<file path="src/hdl/lrst_pkg.sv">
// ----------------------------------------------------------------------------
// lrst_pkg
// Shared types and constants of the ranked sorted learning table: the stored
// entry, the command broadcast to the cell row, status and register codes.
// ----------------------------------------------------------------------------
package lrst_pkg;

  localparam int DEF_MAX_ENTRIES = 256;
  localparam int TREE_GROUP      = 16;
  localparam int CFG_DW          = 9;

  localparam logic [CFG_DW-1:0] CAP_RESET = 9'd256;

  localparam logic [2:0] ST_NORMAL      = 3'd0;
  localparam logic [2:0] ST_EVICTED     = 3'd1;
  localparam logic [2:0] ST_OFFSET_ZERO = 3'd2;
  localparam logic [2:0] ST_NO_DICT     = 3'd3;
  localparam logic [2:0] ST_ERROR       = 3'd4;

  typedef enum logic [0:0] {
    REG_DICT_PRESENT = 1'b0,
    REG_CAPACITY     = 1'b1
  } reg_idx_t;

  typedef enum logic [2:0] {
    OP_IDLE,
    OP_LOOK,
    OP_HIT,
    OP_EVICT,
    OP_INSERT
  } cell_op_t;

  typedef struct packed {
    logic [15:0] seg;
    logic [15:0] offset;
    logic [7:0]  dict_id;
    logic [3:0]  kanji_start;
    logic [1:0]  kana_kanji;
    logic        number_flag;
  } entry_t;

  typedef struct packed {
    cell_op_t    op;
    logic [15:0] seg;
    logic [15:0] offset;
    logic [7:0]  dict_id;
    logic [3:0]  kanji_start;
    logic [1:0]  kana_kanji;
    logic        number_flag;
    logic        start_valid;
    logic        kana_valid;
    logic        age;
  } cmd_t;

endpackage

</file>
<file path="src/hdl/lrst_cell.sv">
// ----------------------------------------------------------------------------
// lrst_cell
// One slot of the sorted table. It compares its entry with the broadcast key,
// ages its rank, and shifts entries to or from its neighbors.
// ----------------------------------------------------------------------------
module lrst_cell #(
  parameter int IDX = 0,
  parameter int CW  = 9,
  parameter int IW  = 8
) (
  input  logic              clk,
  input  lrst_pkg::cmd_t    cmd,
  input  logic [CW-1:0]     count,
  input  logic [CW-1:0]     hit_rank,
  input  logic [IW-1:0]     vic_idx,
  input  lrst_pkg::entry_t  left_ent,
  input  logic [CW-1:0]     left_rank,
  input  logic              left_le,
  input  lrst_pkg::entry_t  right_ent,
  input  logic [CW-1:0]     right_rank,
  output lrst_pkg::entry_t  ent,
  output logic [CW-1:0]     rank,
  output logic              le,
  output logic              hit,
  output logic [CW-1:0]     hit_rank_m,
  output logic [IW-1:0]     vic_idx_m
);
  import lrst_pkg::*;

  localparam logic [CW-1:0] MY_POS   = CW'(IDX);
  localparam logic [IW-1:0] MY_IDX   = IW'(IDX);
  localparam logic [CW-1:0] RANK_ONE = CW'(1);

  logic          valid;
  logic          match;
  logic [CW-1:0] age_inc;
  entry_t        ent_new;
  entry_t        ent_next;
  logic [CW-1:0] rank_next;

  assign valid   = count > MY_POS;
  assign match   = valid && ent.seg == cmd.seg && ent.offset == cmd.offset &&
                   ent.dict_id == cmd.dict_id;
  assign le      = valid && (ent.seg < cmd.seg ||
                   (ent.seg == cmd.seg && ent.offset <= cmd.offset));
  assign age_inc = {{(CW-1){1'b0}}, cmd.age};

  always_comb begin
    ent_new.seg         = cmd.seg;
    ent_new.offset      = cmd.offset;
    ent_new.dict_id     = cmd.dict_id;
    ent_new.kanji_start = cmd.start_valid ? cmd.kanji_start : 4'd0;
    ent_new.kana_kanji  = cmd.kana_valid ? cmd.kana_kanji : 2'd0;
    ent_new.number_flag = cmd.number_flag;
  end

  always_comb begin
    ent_next  = ent;
    rank_next = rank;
    unique case (cmd.op)
      OP_HIT: begin
        if (hit) begin
          rank_next = RANK_ONE;
          if (cmd.start_valid) ent_next.kanji_start = cmd.kanji_start;
          if (cmd.kana_valid) ent_next.kana_kanji = cmd.kana_kanji;
          ent_next.number_flag = cmd.number_flag;
        end else if (valid && rank < hit_rank) begin
          rank_next = rank + RANK_ONE;
        end
      end
      OP_EVICT: begin
        if (MY_IDX >= vic_idx) begin
          ent_next  = right_ent;
          rank_next = right_rank + RANK_ONE;
        end else begin
          rank_next = rank + RANK_ONE;
        end
      end
      OP_INSERT: begin
        if (le) begin
          rank_next = rank + age_inc;
        end else if (left_le) begin
          ent_next  = ent_new;
          rank_next = RANK_ONE;
        end else begin
          ent_next  = left_ent;
          rank_next = left_rank + age_inc;
        end
      end
      default: begin
        ent_next  = ent;
        rank_next = rank;
      end
    endcase
  end

  always_ff @(posedge clk) begin
    ent  <= ent_next;
    rank <= rank_next;
    if (cmd.op == OP_LOOK) begin
      hit        <= match;
      hit_rank_m <= match ? rank : '0;
      vic_idx_m  <= (valid && rank == count) ? MY_IDX : '0;
    end
  end

endmodule

</file>
<file path="config.mk">
export PLATFORM = sky130hd
export DESIGN_NAME = lrst_cell
export DESIGN_NICKNAME = d
export VERILOG_FILES = /design/src/hdl/lrst_pkg.sv /design/src/hdl/lrst_cell.sv
export SDC_FILE = /design/constraint.sdc
export NUM_CORES = 1
export LEC_CHECK = 0
export ABC_AREA = 1
export BUFFER_PORTS_ARGS = -buffer_cell sky130_fd_sc_hd__buf_2
export CORE_MARGIN = 4
export CORE_UTILIZATION = 42
export CTS_BUF_LIST = sky130_fd_sc_hd__clkbuf_16
export DETAILED_ROUTE_END_ITERATION = 10
export PLACE_DENSITY_LB_ADDON = 0.25
export SYNTH_ARGS = -nofsm -noshare
export SYNTH_HDL_FRONTEND = slang
export SYNTH_SLANG_ARGS = --single-unit
export TNS_END_PERCENT = 1
</file>
<file path="constraint.sdc">
create_clock -name clk -period 2.63 [get_ports clk]
set_input_delay 0.263 -clock clk [delete_from_list [all_inputs] [get_ports clk]]
set_output_delay 0.263 -clock clk [all_outputs]
set_load 0.005 [all_outputs]
</file>
==> impl_results.md, run 1 <==
* Hold/Removal Path Class: in -> reg
* Largest net degree at the start of global routing at 58
* Fin nets at around 1.2k
* Fin area at between 7000 and 8000 sq um
* P_int at 2427 uW
* GP Congestion at a little over 0.9
* Avg Synthesized Cell Area at a little under 8 sq um
* Crit Path Class: reg -> out
* Worst-margin pin slew at 0.5406 ns
* Switching pwr at ~920 uW
* Fmax at about 400 MHz
* Leak pwr at ~0.0036 uW
* Initial antenna violation count at 0
* Tcrit/Tclk final at 0.9361
* CTS Buf Count at 9
* Power share of the combinational group at 0.239
* Cell Pwr Density at between 400 and 500 nW/um^2
* Yosys warnings at 0
* I/O Buffers at roughly 260
* Slew Viols, Final at 0
* WHS at around 0.2 ns
* Initial DRC Count at 424
* I/O pin total at 268
* Minimum clock period at approximately 2.5 ns
* Row cnt at 40
* RSZ-0062 raised after global routing: false
* #FFs+latches synth at 66
* Max FO, Critical Path at 8
* Layout cells sized above 1 at 0.3323
* Crit end category: primary output
* Slew HR at 0.6396
* Chip height at 120.3 um
* Vias in the first global route at slightly above 5k
* WP data required at between 2 and 2.5 ns
* Cell Area, Placed at roughly 6800 sq um
* Sequential Power Share at 0.383
* Final setup vio count at 0
* Critical path startpoint category: flip-flop
* Area contributors post-synth: edfxtp_1 (37%), nand2_1 (11%), ha_1 (11%)
* Crit path DAT at approximately 2.2 ns
* Synth area leader: edfxtp_1
* Cell Area, Synth at 5300 sq um
* Post-synth EDFFs at 66
* Starting Density at 0.4358
* Clock tree sinks at 66
* Skew final at ~0.0066 ns
* Total power at between 3000 and 4000 uW
* CTS tree: built
* CTS Hold Buffers Added at 0
* Post-synth ARST share at 0
* Die width at 120.3 um
* Share of the synthesized area in the top cell type at 0.3739
* Vias at between 5k and 6k
* DRT antenna net count at 0
* VDD IR max at approximately 0.24 mV
* Post-synth top flop: edfxtp_1
* Bufs on Longest Clock Path at 2
* Antenna cells at 0
* Dpl hpwl at around 13000 um
* Drc violations at 0
* Drt via density at between 4 and 5
* Gate count of the mapped netlist at ~680
* DR pass1 iterations at 5
* Core box area at about 12000 sq um
* Sw Share at 0.2755
* DIE AREA at ~14000 sq um
* Drt wl/cell at between 10 and 15 um
* Max-cap violations at 0
* GRT overflow at 0
* Clk slew on worst S/H paths at ~0.06 ns
* Sequential fraction of the synthesis area at 0.3739
* Total Routing Usage GR at 0.2167
* Status: finished, final reports clean
* First-pass GRT wire length at roughly 25000 um
* H-tree depth at 3
* Clock share of power at 0.378
* Routed Wire Length at 16490 um
* Area grow syn2layout at 35.76%
* Clk root buf: clkbuf_16
* Worst-Skew Late Latency at 0.33 ns
* Endpoints failing hold at 0
* Synth unique cells at slightly above 40
==> area by class of cell <==
cell class / count / area [sq um]
Fill cell: 1188 / 4966
Multi-Input combinational cell: 504 / 2888
Clock inverter: 7 / 93.84
Timing Repair Buffer: 279 / 1459
Clock buffer: 9 / 225.2
Sequential cell: 66 / 1982
Inverter: 89 / 337.8
Tap cell: 168 / 210.2
==> critical path: stages (launching register included) <==
cell and delay (ns):
edfxtp_1 0.42, ha_4 0.29, nand2_1 0.06, nor2_2 0.15, nor3b_4 0.22, nand4_1 0.14
nand2_1 0.12, nand2_2 0.07, nand2_4 0.13, nand2_8 0.09, inv_1 0.07, buf_2 0.11
==> layout by cell type (no fill, tap or decap), types with 14 or more instances in the layout <==
| cell | Yosys | routed |
|---|---|---|
| ha_1 | 46 | 45 |
| edfxtp_1 | 66 | 66 |
| buf_4 | 8 | 19 |
| a31oi_1 | 43 | 43 |
| nor2_1 | 79 | 78 |
| nand3_1 | 43 | 43 |
| buf_2 | 6 | 259 |
| nand2_1 | 160 | 159 |
| xor2_1 | 21 | 21 |
| a21oi_1 | 24 | 24 |
| inv_1 | 84 | 83 |
| o21ai_0 | 14 | 14 |
==> final timing paths <==
path | start | cells after the start | endpoint | slack [ns]
max | ent[30] | 11 | le | 0.17
min reg2reg | rank[8] | 2 | hit_rank_m[8] | 0.73
min | right_ent[5] | 3 | ent[5] | 0.21
max reg2reg | ent[30] | 12 | ent[15] | 0.18
==> cell usage after synthesis (all sizes together), types with 15 or more instances <==
library cell    n
a21oi          24
a31oi          43
buf            15
clkbuf         17
edfxtp         66
ha             46
inv            89
nand2         163
nand3          43
nor2           84
o21ai          18
xor2           21
==> power groups by stage <==
stage / combinational [uW] / sequential [uW] / clock (uW)
after floorplan: 426 / 1300 / 0
after global placement: 758 / 1300 / 0
after detailed placement: 766 / 1300 / 0
after CTS: 771 / 1280 / 1290
after global routing: 904 / 1290 / 1340
final: 800 / 1280 / 1270
==> through the flow <==
step,worst slack [ns],util,std cells,setup TNS [ns]
finish,0.1681,0.5917,1122,0
global route,0.01575,0.5917,1122,0
CTS,0.02434,0.5830,1112,0
detailed placement,0.06955,0.5568,1096,0
global placement,0.1284,0.5568,1096,0
floorplan,-0.08410,-,691,-3.364
==> metal layers <==
layer	vias up	share of wire	routed length (um)	global-route usage
met5	-	0	0	0
met4	0	0.020	322	0.07365
met3	24	0.088	1447	0.04210
met2	248	0.48	7973	0.3804
met1	2461	0.41	6741	0.2668
li1	2835	-	-	-
==> kinds of logic after synthesis <==
kind of cell,synth area share
adder cells (fa/ha/maj),0.1086
other,0.0007075
flip-flops,0.3739
buffers and inverters,0.09443
XOR/XNOR,0.03966
AO/OA/AOI/OAI,0.1140
AND/OR/NAND/NOR,0.2687
==> registers in the layout, indices dropped and copies added (netlist names) <==
name / count
ent: 47
hit_rank_m: 9
rank: 9
hit: 1
==> repair_timing <==
action,in CTS,in global routing
resized for setup,0,4
setup buffers,0,10
setup endpoints to repair,0,41
No activity file was read; power rests on OpenSTA's default activity.
==> run 2: changes to the inputs <==
Settings changed: ABC_AREA 1 to default, GPL_TIMING_DRIVEN from default to 1.
==> run 2 against run 1 <==
Routed wire length is 4.9% lower. Critical endpoint is now ent[26]. Largest power group unchanged. Clock skew increased by 0.0020 ns. Synthesized area decreased by 3.3%. Synthesized cell count fell by 22%. Setup slack worse by 0.15 ns. Maximum frequency fell by 5.6%. Count of clock-buffer cells in the layout unchanged.
==> impl_results.md, run 2 <==
* Status: finished, final reports clean (unchanged)
* Bufs on Longest Clock Path at 2 (unchanged)
* Final core occ at 0.6035 (was 0.5917)
* Clk root buf: clkbuf_16 (unchanged)
* Count leader, synth: edfxtp_1 (was nand2_1)
* First-pass GRT wire length at 24670 um (was 25180 um)
* Max FO, Critical Path at 9 (was 8)
* Leak pwr at 0.003479 uW (was 0.003645 uW)
* Endpoints failing hold at 0 (unchanged)
* Cell Area, Synth at 5126 sq um (was 5300 sq um)
* Skew final at 0.008519 ns (was 0.006551 ns)
* Share of the synthesized area in the top cell type at 0.3866 (was 0.3739)
* Crit path DAT at 2.70 ns (was 2.20 ns)
* Largest net degree at the start of global routing at 53 (was 58)
* Fin nets at 1055 (was 1188)
* Hold path cells at 3 (unchanged)
* Drt wl/cell at 16.20 um (was 14.69 um)
* Hold Path End: ent[35] (was ent[5])
* Filler Cell Count at 1025 (was 1188)
* Area contributors post-synth: edfxtp_1 (39%), ha_1 (11%), mux2i_1 (7.8%) (was edfxtp_1 (37%), nand2_1 (11%), ha_1 (11%))
* WP data required at 2.72 ns (was 2.37 ns)
* HP Start: right_ent[35] (was right_ent[5])
* Drt via density at 5.243 (was 4.963)
* Tcrit/Tclk final at 0.9915 (was 0.9361)
* DP Worst Slack at -0.05621 ns (was 0.06955 ns)
* Total Routing Usage GR at 0.2154 (was 0.2167)
* Fmax at 383.5 MHz (was 406.2 MHz)
* GRT overflow at 0 (unchanged)
* Reg with most FFs: ent (unchanged)
* Row cnt at 40 (unchanged)
* Worst R2R Setup Slack at 0.02 ns (was 0.18 ns)
* GP Congestion at 0.9094 (was 0.9108)
* Post-synth EDFFs at 66 (unchanged)
* Sequential fraction of the synthesis area at 0.3866 (was 0.3739)
* Final WS setup at 0.02243 ns (was 0.1681 ns)
* #FFs+latches synth at 66 (unchanged)
* Post-Layout Cell Count at 968 (was 1122)
* Hold/Removal Path Class: in -> reg (unchanged)
* Drc violations at 0 (unchanged)
* Starting Density at 0.4286 (was 0.4358)
* Post-synth ARST share at 0 (unchanged)
* Commonest non-fill, non-tap cells in the layout: buf_2 (259), edfxtp_1 (66), nand2_1 (57) (was buf_2 (259), nand2_1 (159), inv_1 (83))
* Cell Pwr Density at 432.6 nW/um^2 (was 465.5 nW/um^2)
* Commonest non-fill, non-tap cell in the layout: buf_2 (unchanged)
* Slowest stage cell, crit path: edfxtp_1 (unchanged)
* Placed cell count at 946 (was 1096)
* Yosys warnings at 0 (unchanged)
* Worst-margin pin slew at 0.7034 ns (was 0.5406 ns)
* Top cells by count, synth: edfxtp_1 (66), nand2_1 (58), o21ai_0 (53), ha_1 (46), inv_1 (44) (was nand2_1 (160), inv_1 (84), nor2_1 (79), edfxtp_1 (66), ha_1 (46))
* I/O Buffers at 259 (unchanged)
* Largest regs: ent x47, hit_rank_m x9, rank x9 (unchanged)
* Initial DRC Count at 178 (was 424)
* Worst r2r src: ent[42] (was ent[30])
* Antenna cells at 0 (unchanged)
* RSZ-0062 raised after global routing: true (was false)
* Final setup vio count at 0 (unchanged)
* Minimum clock period at 2.608 ns (was 2.462 ns)
* Dpl hpwl at 13000 um (was 13220 um)
* Die width at 118.5 um (was 120.3 um)
* DRT antenna net count at 0 (unchanged)
* Core box area at 11960 sq um (was 12160 sq um)
* CTS tree: built (unchanged)
* Cell breakdown of the critical path: ha_4, a21oi_1, o21a_1, a2bb2oi_1, or3b_4, a31oi_4, buf_4, nand2_4, a21boi_4, buf_12, clkbuf_16 (was ha_4, nand2_1, nor2_2, nor3b_4, nand4_1, nand2_1, nand2_2, nand2_4, nand2_8, inv_1, buf_2)
* RR Endpoint: ent[26] (was ent[15])
* Crit end category: flip-flop (was primary output)
* Vias at 5075 (was 5568)
* Vias in the first global route at 5243 (was 5171)
* Worst-Skew Late Latency at 0.33 ns (about the same)
* Synth area leader: edfxtp_1 (unchanged)
* Critical path startpoint category: flip-flop (unchanged)
* Layout cells sized above 1 at 0.4068 (was 0.3323)
* Max-cap violations at 0 (unchanged)
* VDD IR max at 0.2075 mV (was 0.2427 mV)
* CTS Buf Count at 9 (unchanged)
* Clk slew on worst S/H paths at 0.06 ns (about the same)
* Synth unique cells at 51 (was 41)
* I/O pin total at 268 (unchanged)
* WHS at 0.2031 ns (was 0.2054 ns)
* Gate count of the mapped netlist at 535 (was 684)
* Slew Viols, Final at 0 (unchanged)
* Clock tree sinks at 66 (unchanged)
* Area grow syn2layout at 40.81% (was 35.76%)
* Slew HR at 0.5293 (was 0.6396)
* Avg Synthesized Cell Area at 9.582 sq um (was 7.749 sq um)
* Worst r2r path cells at 11 (was 12)
* Post-synth top flop: edfxtp_1 (unchanged)
* Crit Path Class: reg -> reg (was reg -> out)
* H-tree depth at 3 (unchanged)
* DIE AREA at 14040 sq um (was 14480 sq um)
* DR pass1 iterations at 4 (was 5)
* Chip height at 118.5 um (was 120.3 um)
* Max reg flops at 47 (unchanged)
* Routed Wire Length at 15680 um (was 16490 um)
* Slowest Stage Delay on Critical Path at 0.44 ns (was 0.42 ns)
* Initial antenna violation count at 0 (unchanged)
* Total power at 3122 uW (was 3350 uW)
-- run 2: changes by cell type in the layout (fill, tap and decap cells not counted), sizes merged, moves of 14 or more --
cell	delta
nand2	-104
nor2	-67
inv	-44
mux2i	+40
a31oi	-37
o21ai	+36
nand3	-28
xnor2	+18
and2	+14
-- run 2: worst max-delay path by stage --
stage,depth (start not counted),start,endpoint,slack (ns)
after floorplan,9,ent[30],ent[10],-0.24
after global placement,11,cmd[31],rank[1],0.02
after detailed placement,11,cmd[41],ent[21],-0.06
after CTS,10,ent[26],ent[17],-0.02
after global routing,11,ent[44],ent[28],-0.08
final,11,ent[42],ent[26],0.02
-- run 2: per-layer routing --
| metal | GRT usage | wire, um | up-vias |
|---|---|---|---|
| li1 | - | - | 2494 |
| met1 | 0.2446 | 6153 | 2364 |
| met2 | 0.3934 | 8044 | 192 |
| met3 | 0.04737 | 1100 | 25 |
| met4 | 0.08182 | 380 | 0 |
| met5 | 0 | 0 | - |
-- run 2: what timing repair did --
action                                  4_1_cts  5_1_grt
endpoints found under the setup margin       39       55
setup buffers                                 4        1
resized for setup                            11        8
endpoints found under the hold margin         0        0
pin swaps                                     3        6
hold buffers                                  0        0
gates cloned                                  0        1
-- run 2: logic make-up after synthesis --
logic type	Yosys count	share of synthesized area
mux	41	0.08030
flops	66	0.3866
other cells	1	0.0007315
simple gates	150	0.1494
compound gates	121	0.1462
buf+inv	74	0.06297
xor+xnor	36	0.06151
fa+ha+maj	46	0.1123
-- run 2: cell type report --
class,instances,area [sq um],area share
inverter,44,165.2,0.02288
clock buffer,9,225.2,0.03120
sequential,66,1982,0.2746
multi-input combinational,402,2989,0.4141
clock inverter,7,46.29,0.006414
tap,147,183.9,0.02548
timing repair buffer,293,1627,0.2253
-- run 2: metrics by stage --
| step | area (sq um) | TNS, ns |
|---|---|---|
| finish | 7218 | 0 |
| global route | 7218 | -2.827 |
| CTS | 7132 | -0.2718 |
| detailed placement | 6748 | -1.936 |
| global placement | 6748 | 0 |
| floorplan | 5175 | -9.536 |
-- run 2: power breakdown --
group | total, uW | internal (uW) | switching [uW]
combinational | 752 | 375 | 376
sequential | 1280 | 1230 | 50.2
clock | 1090 | 633 | 458
-- run 2: critical path, delay by kind of cell, from the launching register on --
family,cells,cell delay [ns]
flip-flops,1,0.44
AO/OA/AOI/OAI,5,0.79
AND/OR/NAND/NOR,2,0.45
adder cells (fa/ha/maj),1,0.25
buffers and inverters,3,0.45
==> run 3: changes to the inputs <==
Settings changed: ABC_AREA from default to 1, BUFFER_PORTS_ARGS -buffer_cell sky130_fd_sc_hd__buf_2 to default, CORE_UTILIZATION 42 to 55, DONT_BUFFER_PORTS from default to 1.
==> run 3 against run 2 <==
First-iteration DRC count grew 100%. Hold slack lost 0.083 ns. Flip-flop and latch count is the same. Register-to-register slack gained 0.13 ns. Combinational power shrank 29%. Critical path depth grew 1. Routed wire length shrank 4.6%. Sequential share of layout area grew 7.0 points.
==> impl_results.md, run 3 (synthesis gave the netlist of run 1 again) <==
* Slew HR at 0.6580 (was 0.5293)
* Status: finished, final reports clean (unchanged)
* I/O Buffers at 0 (was 259)
* Dpl hpwl at 12010 um (was 13000 um)
* Worst R2R Setup Slack at 0.15 ns (was 0.02 ns)
* Filler Cell Count at 872 (was 1025)
* Fmax at 403.8 MHz (was 383.5 MHz)
* Commonest non-fill, non-tap cell in the layout: nand2_1 (was buf_2)
* Vias at 4636 (was 5075)
* Final setup vio count at 0 (unchanged)
* Max FO, Critical Path at 40 (was 9)
* Skew final at 0.007102 ns (was 0.008519 ns)
* Max reg flops at 47 (unchanged)
* CTS Buf Count at 9 (unchanged)
* GP Congestion at 0.9547 (was 0.9094)
* Worst-Skew Late Latency at 0.33 ns (about the same)
* CTS tree: built (unchanged)
* Initial antenna violation count at 0 (unchanged)
* Die width at 106.2 um (was 118.5 um)
* DIE AREA at 11270 sq um (was 14040 sq um)
* I/O pin total at 268 (unchanged)
* Cell breakdown of the critical path: ha_1, nand2_1, nor2_2, nor3b_2, nand4_1, nand2_1, nand2_2, nand2_4, nand2_4, o21ai_4, clkinvlp_4, buf_12 (was ha_4, a21oi_1, o21a_1, a2bb2oi_1, or3b_4, a31oi_4, buf_4, nand2_4, a21boi_4, buf_12, clkbuf_16)
* Fin nets at 919 (was 1055)
* Worst-margin pin slew at 0.5122 ns (was 0.7034 ns)
* WP data required at 2.69 ns (was 2.72 ns)
* Crit end category: flip-flop (unchanged)
* Worst r2r src: ent[30] (was ent[42])
* Final WS setup at 0.1538 ns (was 0.02243 ns)
* Max-cap violations at 0 (unchanged)
* Clk slew on worst S/H paths at 0.06 ns (about the same)
* Hold/Removal Path Class: in -> reg (unchanged)
* Starting Density at 0.5682 (was 0.4286)
* Vias in the first global route at 4510 (was 5243)
* DP Worst Slack at 0.1339 ns (was -0.05621 ns)
* Initial DRC Count at 356 (was 178)
* Leak pwr at 0.002578 uW (was 0.003479 uW)
* Drt wl/cell at 18.37 um (was 16.20 um)
* H-tree depth at 3 (unchanged)
* Total Routing Usage GR at 0.2560 (was 0.2154)
* Post_cts resized at 0 (was 11)
* RSZ-0062 raised after global routing: false (was true)
* Chip height at 106.2 um (was 118.5 um)
* Clk root buf: clkbuf_16 (unchanged)
* DRT antenna net count at 0 (unchanged)
* Largest net degree at the start of global routing at 51 (was 53)
* Bufs on Longest Clock Path at 2 (unchanged)
* Cell Pwr Density at 544.4 nW/um^2 (was 432.6 nW/um^2)
* Slowest Stage Delay on Critical Path at 0.42 ns (was 0.44 ns)
* Drc violations at 0 (unchanged)
* Area grow syn2layout at 8.569% (was 40.81%)
* Row cnt at 35 (was 40)
* GRT overflow at 0 (unchanged)
* Critical path startpoint category: flip-flop (unchanged)
* Slowest stage cell, crit path: edfxtp_1 (unchanged)
* Crit path DAT at 2.54 ns (was 2.70 ns)
* Minimum clock period at 2.476 ns (was 2.608 ns)
* Crit Path Class: reg -> reg (unchanged)
* Worst r2r path cells at 12 (was 11)
* Drt via density at 5.695 (was 5.243)
* VDD IR max at 0.3238 mV (was 0.2075 mV)
* Clock tree sinks at 66 (unchanged)
* HP Start: right_ent[1] (was right_ent[35])
* Core box area at 9328 sq um (was 11960 sq um)
* Layout cells sized above 1 at 0.06861 (was 0.4068)
* Final TNS setup at 0 ns (unchanged)
* Setup Fix Bufs, Post-CTS at 0 (was 4)
* RR Endpoint: ent[24] (was ent[26])
* Endpoints failing hold at 0 (unchanged)
* Reg with most FFs: ent (unchanged)
* Antenna cells at 0 (unchanged)
* First-pass GRT wire length at 22860 um (was 24670 um)
* Largest regs: ent x47, hit_rank_m x9, rank x9 (unchanged)
* Routed Wire Length at 14960 um (was 15680 um)
* Slew Viols, Final at 0 (unchanged)
* Tcrit/Tclk final at 0.9415 (was 0.9915)
* Commonest non-fill, non-tap cells in the layout: nand2_1 (159), inv_1 (83), nor2_1 (78) (was buf_2 (259), edfxtp_1 (66), nand2_1 (57))
* DR pass1 iterations at 5 (was 4)
* CTS Hold Buffers Added at 0 (unchanged)
* Hold Path End: ent[1] (was ent[35])
* Hold path cells at 2 (was 3)
-- run 3: cell types whose count changed in the layout (fill, tap and decap cells not counted), moves of 39 or more --
cell,previous run,this run
inv_1,44,83
mux2i_1,40,0
nor2_1,16,78
buf_2,259,0
o21ai_0,53,14
nand2_1,57,159
-- run 3: how the worst max path moves through the flow --
stage / start / slack, ns / endpoint / cells past startpoint
finish: ent[30] / 0.15 / ent[24] / 12
global route: ent[22] / 0.004 / ent[24] / 11
CTS: ent[30] / 0.11 / ent[27] / 12
detailed placement: ent[30] / 0.13 / ent[20] / 12
global placement: ent[30] / 0.16 / ent[12] / 12
floorplan: ent[42] / -0.08 / ent[10] / 12
-- run 3: stage by stage --
stage / cell area (sq um) / hold slack, ns / utilization / cells / total power, uW
after global placement: 5426 / 0.4508 / 0.5818 / 798 / 1839
after global routing: 5754 / 0.1279 / 0.6169 / 814 / 3294
after CTS: 5746 / 0.1129 / 0.6160 / 814 / 3155
after floorplan: 5344 / 0.4435 / - / 691 / 1731
after detailed placement: 5426 / 0.4608 / 0.5818 / 798 / 1855
final: 5754 / 0.1205 / 0.6169 / 814 / 3132
-- run 3: power by group --
group / leakage, uW / switching [uW] / internal (uW)
clock: 0.000151 / 469 / 828
sequential: 0.000621 / 60.5 / 1240
combinational: 0.00181 / 330 / 202
total: 0.00258 / 859 / 2270
-- run 3: worst max-delay path, delay by kind of cell (launching register included) --
kind / cells / cell delay [ns]
AOI/OAI and AO/OA: 1 / 0.17
adders and majority gates: 1 / 0.32
buffers and inverters: 2 / 0.30
and+or+nand+nor: 8 / 0.96
DFF: 1 / 0.42
-- run 3: area by class of cell --
type | instances | area (sq um) | share of cell area
clock buffer | 9 | 225.2 | 0.03914
inverter | 89 | 337.8 | 0.05871
multi-input combinational | 504 | 2867 | 0.4982
sequential | 66 | 1982 | 0.3444
clock inverter | 7 | 93.84 | 0.01631
tap | 129 | 161.4 | 0.02805
timing repair buffer | 10 | 87.58 | 0.01522
-- run 3: layer usage --
metal  share of wire  vias to the layer above  GRT usage
li1                -                     2288          -
met1            0.39                     2102     0.3036
met2            0.50                      226     0.4466
met3           0.093                       20    0.07529
met4           0.019                        0    0.07771
met5               0                        -          0
